File: config.mk
export PLATFORM = sky130hd
export DESIGN_NAME = extended_gcd_unit
export DESIGN_NICKNAME = d
export VERILOG_FILES = /design/src/rtl/egcd_pkg.sv /design/src/rtl/extended_gcd_unit.sv
export SDC_FILE = /design/constraint.sdc
export NUM_CORES = 1
export LEC_CHECK = 0
export ABC_AREA = 1
export BUFFER_PORTS_ARGS = -buffer_cell sky130_fd_sc_hd__buf_2
export CORE_MARGIN = 2
export CORE_UTILIZATION = 25
export CTS_BUF_LIST = sky130_fd_sc_hd__clkbuf_2
export CTS_CLUSTER_SIZE = 8
export DETAILED_ROUTE_END_ITERATION = 8
export REMOVE_ABC_BUFFERS = 1
export SLEW_MARGIN = 20
export SYNTH_ARGS = -nofsm -noshare
export SYNTH_HDL_FRONTEND = slang
export SYNTH_SLANG_ARGS = --single-unit
File: constraint.sdc
create_clock -name clk -period 11.4 [get_ports clk]
set_input_delay 1.14 -clock clk [delete_from_list [all_inputs] [get_ports clk]]
set_output_delay 1.14 -clock clk [all_outputs]
set_load 0.02 [all_outputs]
File: src/rtl/egcd_pkg.sv
`timescale 1ns / 1ps
// ----------------------------------------------------------------------------
// egcd_pkg
// Widths shared by the extended greatest common divisor unit.
// ----------------------------------------------------------------------------
package egcd_pkg;

    localparam int OPERAND_WIDTH = 32;
    localparam int COEFF_WIDTH   = OPERAND_WIDTH + 1;
    localparam int CNT_WIDTH     = $clog2(OPERAND_WIDTH);
    localparam int S_DATA_WIDTH  = ((2 * OPERAND_WIDTH + 7) / 8) * 8;
    localparam int M_DATA_WIDTH  = ((OPERAND_WIDTH + 2 * COEFF_WIDTH + 7) / 8) * 8;

    typedef logic [OPERAND_WIDTH-1:0] operand_t;
    typedef logic [COEFF_WIDTH-1:0]   coeff_t;

endpackage

File: src/rtl/extended_gcd_unit.sv
`timescale 1ns / 1ps
// ----------------------------------------------------------------------------
// extended_gcd_unit
// Greatest common divisor with Bezout coefficients, built around one shared
// restoring divide step that also accumulates the quotient times each
// coefficient, one quotient bit per cycle.
// ----------------------------------------------------------------------------
// Sequence: the input beat is taken in ST_IDLE; each Euclid step passes through ST_CHECK,
// ST_DIV and ST_UPD, until ST_CHECK finds a zero remainder and ST_FIN loads the output
// register and raises m_tvalid. Throughput: one beat at a time; the next input beat is
// taken once the current result has moved into the output register.
// The divide loop runs one quotient bit per cycle through a single subtractor.
// Reset clears the sequencer and the output valid flag; no other register is reset.
module extended_gcd_unit
    import egcd_pkg::*;
(
    input  logic                    clk,
    input  logic                    rst_n,
    input  logic                    s_tvalid,
    output logic                    s_tready,
    // first_operand, second_operand
    input  logic [S_DATA_WIDTH-1:0] s_tdata,
    output logic                    m_tvalid,
    input  logic                    m_tready,
    // divisor, coeff_first, coeff_second, zero fill
    output logic [M_DATA_WIDTH-1:0] m_tdata
);

    localparam logic [2:0] ST_IDLE  = 3'd0;
    localparam logic [2:0] ST_CHECK = 3'd1;
    localparam logic [2:0] ST_DIV   = 3'd2;
    localparam logic [2:0] ST_UPD   = 3'd3;
    localparam logic [2:0] ST_FIN   = 3'd4;

    localparam logic [CNT_WIDTH-1:0] CNT_LAST = CNT_WIDTH'(OPERAND_WIDTH - 1);
    localparam int PAD_WIDTH = M_DATA_WIDTH - OPERAND_WIDTH - 2 * COEFF_WIDTH;

    logic [2:0]           state_reg, state_next;
    logic [CNT_WIDTH-1:0] cnt_reg;
    operand_t             rp_reg, rc_reg, part_reg, dvd_reg;
    coeff_t               xp_reg, xc_reg, yp_reg, yc_reg, tx_reg, ty_reg;
    logic                 out_valid_reg;
    operand_t             out_div_reg;
    coeff_t               out_x_reg, out_y_reg;

    logic [OPERAND_WIDTH:0] trial;
    logic [OPERAND_WIDTH:0] diff;
    logic                   ge;
    operand_t               part_next;
    logic                   load_out;

    assign trial     = {part_reg, dvd_reg[OPERAND_WIDTH-1]};
    assign diff      = trial - {1'b0, rc_reg};
    assign ge        = trial >= {1'b0, rc_reg};
    assign part_next = ge ? diff[OPERAND_WIDTH-1:0] : trial[OPERAND_WIDTH-1:0];
    assign load_out  = (state_reg == ST_FIN) && (!out_valid_reg || m_tready);

    assign s_tready = (state_reg == ST_IDLE);
    assign m_tvalid = out_valid_reg;
    assign m_tdata  = {{PAD_WIDTH{1'b0}}, out_y_reg, out_x_reg, out_div_reg};

    always_comb
    begin
        state_next = state_reg;
        unique case (state_reg)
            ST_IDLE:
            begin
                if (s_tvalid)
                begin
                    state_next = ST_CHECK;
                end
            end
            ST_CHECK:
            begin
                state_next = (rc_reg == '0) ? ST_FIN : ST_DIV;
            end
            ST_DIV:
            begin
                if (cnt_reg == CNT_LAST)
                begin
                    state_next = ST_UPD;
                end
            end
            ST_UPD:
            begin
                state_next = ST_CHECK;
            end
            ST_FIN:
            begin
                if (load_out)
                begin
                    state_next = ST_IDLE;
                end
            end
            default:
            begin
                state_next = ST_IDLE;
            end
        endcase
    end

    always_ff @(posedge clk or negedge rst_n)
    begin
        if (!rst_n)
        begin
            state_reg     <= ST_IDLE;
            out_valid_reg <= 1'b0;
        end
        else
        begin
            state_reg <= state_next;
            if (load_out)
            begin
                out_valid_reg <= 1'b1;
            end
            else if (m_tready)
            begin
                out_valid_reg <= 1'b0;
            end
        end
    end

    always_ff @(posedge clk)
    begin
        unique case (state_reg)
            ST_IDLE:
            begin
                rp_reg <= s_tdata[OPERAND_WIDTH-1:0];
                rc_reg <= s_tdata[2*OPERAND_WIDTH-1:OPERAND_WIDTH];
                xp_reg <= COEFF_WIDTH'(1);
                xc_reg <= '0;
                yp_reg <= '0;
                yc_reg <= COEFF_WIDTH'(1);
            end
            ST_CHECK:
            begin
                part_reg <= '0;
                dvd_reg  <= rp_reg;
                tx_reg   <= '0;
                ty_reg   <= '0;
                cnt_reg  <= '0;
            end
            ST_DIV:
            begin
                part_reg <= part_next;
                dvd_reg  <= {dvd_reg[OPERAND_WIDTH-2:0], 1'b0};
                tx_reg   <= {tx_reg[COEFF_WIDTH-2:0], 1'b0} + (ge ? xc_reg : '0);
                ty_reg   <= {ty_reg[COEFF_WIDTH-2:0], 1'b0} + (ge ? yc_reg : '0);
                cnt_reg  <= cnt_reg + CNT_WIDTH'(1);
            end
            ST_UPD:
            begin
                rp_reg <= rc_reg;
                rc_reg <= part_reg;
                xp_reg <= xc_reg;
                xc_reg <= xp_reg - tx_reg;
                yp_reg <= yc_reg;
                yc_reg <= yp_reg - ty_reg;
            end
            ST_FIN:
            begin
                if (load_out)
                begin
                    out_div_reg <= rp_reg;
                    out_x_reg   <= xp_reg;
                    out_y_reg   <= yp_reg;
                end
            end
            default:
            begin
            end
        endcase
    end

`ifndef SYNTHESIS
    a_div_nonzero: assert property (@(posedge clk) disable iff (!rst_n)
        (state_reg == ST_DIV) |-> (rc_reg != '0))
        else $error("Divide loop running with a zero divisor.");

    a_part_below: assert property (@(posedge clk) disable iff (!rst_n)
        (state_reg == ST_DIV) |-> (part_reg < rc_reg))
        else $error("Partial remainder is not below the divisor.");

    a_out_drain: assert property (@(posedge clk) disable iff (!rst_n)
        (out_valid_reg && m_tready && (state_reg != ST_FIN)) |=> !out_valid_reg)
        else $error("Output beat taken but valid stayed high.");
`endif

endmodule
==> impl_metrics.ini <==
[logic_synthesis]
synth_fa_ha_area_frac = 0.08157
muxShareOfSynthArea = 0
synthCells = 3010
synthSimpleGateAreaFrac = 0.1973
synth_top_family_by_area = simple AND/OR/NAND/NOR gates
synth-edff-count = 429
synth_compound_area_frac = 0.1358
ys_top_cells_by_area = edfxtp_1, nand2_1, ha_1, nor2_1, a21oi_1
async_reset_ff_frac = 0.009238
yosysTopAreaCell = edfxtp_1
syn_area_um2 = 25770
synth-xor-area-share = 0.008836
yosys_warnings = 0
ys_types = 51
yosys.area.top_type_share = 0.4999
synth_area_per_cell_um2 = 8.562
synth_flop_cell = edfxtp_1
yosysSeqAreaShare = 0.5038
synth_seq_cells = 433

[clocking]
clockBufferDepth = 3
htree_levels = 3
ctsResizeCount = 0
clk_pin_slew_ns = 0.13
root_buffer = clkbuf_2
cts_tree = yes
clock_latency_ns = 1.31
cts_buffers = 120
cts.sinks = 433

[sta]
slew_violations = 0
fin_tns_setup_ns = 0
setup_viol = 0
skew_ns = 0.2036
slew-limit-headroom = 0.3142
period_share = 0.4685
fmax_mhz = 187.2
rsz0062_at_grt = no
hold_violations = 0
tightest_slew_ns = 1.029
finalCriticalPeriod_ns = 5.341

[setup_path]
crit_top_cell = nand2_1
arrival_ns = 6.22
cpMaxStageDelayCell = buf_4
cp_slowest_stage_delay_ns = 0.53
cp_max_fo = 67
cp-end-kind = flop
critPathRequiredTime_ns = 12.28
cp_num_buf_inv = 4
worst-setup-path-type = flop to flop
crit_path_start_kind = flop
cpLargestDelayFamily = simple AND/OR/NAND/NOR gates

[floorplan]
row_count = 117
start_util = 0.2526
num_io_pins = 174
die_w_um = 325.1
dieArea_um2 = 105700
die_h_um = 325.1
coreArea_um2 = 102000

[global_routing]
grt-ovfl-total = 0
grt_max_degree = 78
grt_pass1_wl_um = 121700
track_usage = 0.1471
antenna_found_initial = 4
grt_pass1_vias = 21540

[detailed_routing]
vias = 21630
wl_um = 78790
drc = 0
wire_per_inst_um = 16.70
drt_first_pass_iters = 6
drt-initial-drc-count = 1667
ant_nets = 0
vias_per_cell = 4.583

[layout]
final_cell_mix = nand2_1, edfxtp_1, nor2_1
layout.nets = 3501
drive_above_1_share = 0.1143
final_common_cell = nand2_1
area_growth_syn_to_layout_pct = 14.07

[placement]
routabilityCongestion = 0.9332
io_buffers = 167
dp_hpwl_um = 58650

[flow_run]
drv_cap = 0

[min_path]
hp-class = input port to flop

[status]
status = completed
cells in the mapped netlist, types with 2 or more instances:
master,n
buf_1,4
a31oi_1,15
xnor2_1,12
o21ai_1,18
a21boi_0,10
nor2_1,418
buf_2,4
buf_4,7
nand4_1,18
a21oi_1,305
o21bai_1,20
edfxtp_1,429
and2_1,3
nand3_1,87
nor3b_1,6
xor2_1,14
nor3_1,34
buf_8,2
fa_1,5
nor2_2,3
nor4_1,13
clkbuf_1,42
o211ai_1,3
nand3_2,3
nand2_2,4
dfrtp_1,4
o21ai_2,3
ha_1,160
inv_1,402
buf_6,7
nand2_1,669
o221ai_1,3
a21o_1,25
and3_1,4
o21ai_0,222
o21a_1,17
worst reg2reg max path: stages (launching register included):
cell and delay, ns:
edfxtp_1 0.45, ha_1 0.39, nand2_1 0.18, inv_1 0.05
nand2_1 0.08, nand2_1 0.05, nand2_1 0.08, a21oi_1 0.06
nor2_1 0.19, nand2_4 0.43, inv_2 0.26, buf_4 0.53
nor2_1 0.20, ha_1 0.25, fa_1 0.42, nand2_1 0.11
nand3_1 0.07, o21ai_0 0.19, inv_1 0.08, nand2_1 0.07
nand2_1 0.14, nand2_1 0.10, nand2_1 0.15, nand3_1 0.18
nand3_1 0.10, nand2_1 0.06, nor2_1 0.05
metal layers:
layer | track usage | vias up | wire length (µm) | share of wire
li1 | - | 10750 | - | -
met1 | 0.1949 | 10100 | 35920 | 0.46
met2 | 0.2398 | 619 | 36310 | 0.46
met3 | 0.02512 | 158 | 4258 | 0.054
met4 | 0.05465 | 2 | 2285 | 0.029
met5 | 0 | - | 13 | 0.00017
final timing paths:
| kind | endpoint | slack, ns | cells past startpoint | from |
|---|---|---|---|---|
| max in group asynchronous | state_reg[0]$_DFFE_PN0P_ | 10.90 | 2 | rst_n |
| worst max register to register | ty_reg[29]$_SDFFCE_PN0P_ | 6.06 | 26 | part_reg[18]$_SDFFCE_PN0P_ |
| worst max-delay path | ty_reg[29]$_SDFFCE_PN0P_ | 6.06 | 26 | part_reg[18]$_SDFFCE_PN0P_ |
| worst min-delay path | rp_reg[14]$_DFFE_PP_ | 0.21 | 3 | s_tdata[14] |
| min in group asynchronous | m_tvalid$_DFFE_PN0P_ | 0.37 | 2 | rst_n |
| worst min register to register | dvd_reg[12]$_DFFE_PP_ | 0.43 | 2 | dvd_reg[11]$_DFFE_PP_ |
logic make-up (layout without fill, tap and decap cells):
group | count (synthesis) | in the layout
and+or+nand+nor | 1267 | 1267
AOI/OAI and AO/OA | 648 | 648
buffers and inverters | 470 | 805
DFF | 433 | 433
adders and majority gates | 165 | 165
xor gates and xnor gates | 26 | 26
other | 1 | 7
metrics by stage:
stage          instance area, µm²  utilization  setup slack (ns)  instances  hold WS [ns]
6_report                    29400       0.2881             6.059       4719        0.2127
5_1_grt                     29400       0.2881             5.494       4719       0.09782
4_1_cts                     29400       0.2881             6.006       4718      0.009685
3_5_place_dp                28120       0.2756             6.195       4497        0.4356
3_3_place_gp                28120       0.2756             6.335       4497        0.4364
2_1_floorplan               25440            -            0.5886       2949        0.4264
what timing repair did:
item | CTS | global route
hold buffers | 17 | 0
setup endpoints to repair | 0 | 0
endpoints found under the hold margin | 20 | 0
buffers inserted | 0 | 0
layout make-up:
| type | instances | area (µm²) |
|---|---|---|
| Clock buffer | 160 | 800.8 |
| Clock inverter | 44 | 300.3 |
| Inverter | 404 | 1524 |
| Multi-Input combinational cell | 2112 | 10970 |
| Tap cell | 1368 | 1712 |
| Timing Repair Buffer | 197 | 1104 |
| Antenna cell | 1 | 2.502 |
| Fill cell | 11030 | 72640 |
| Sequential cell | 433 | 12980 |
Power is left out: the tool's default activity adds up to more than one toggle a clock period on the data nets, which glitch-free logic cannot reach.
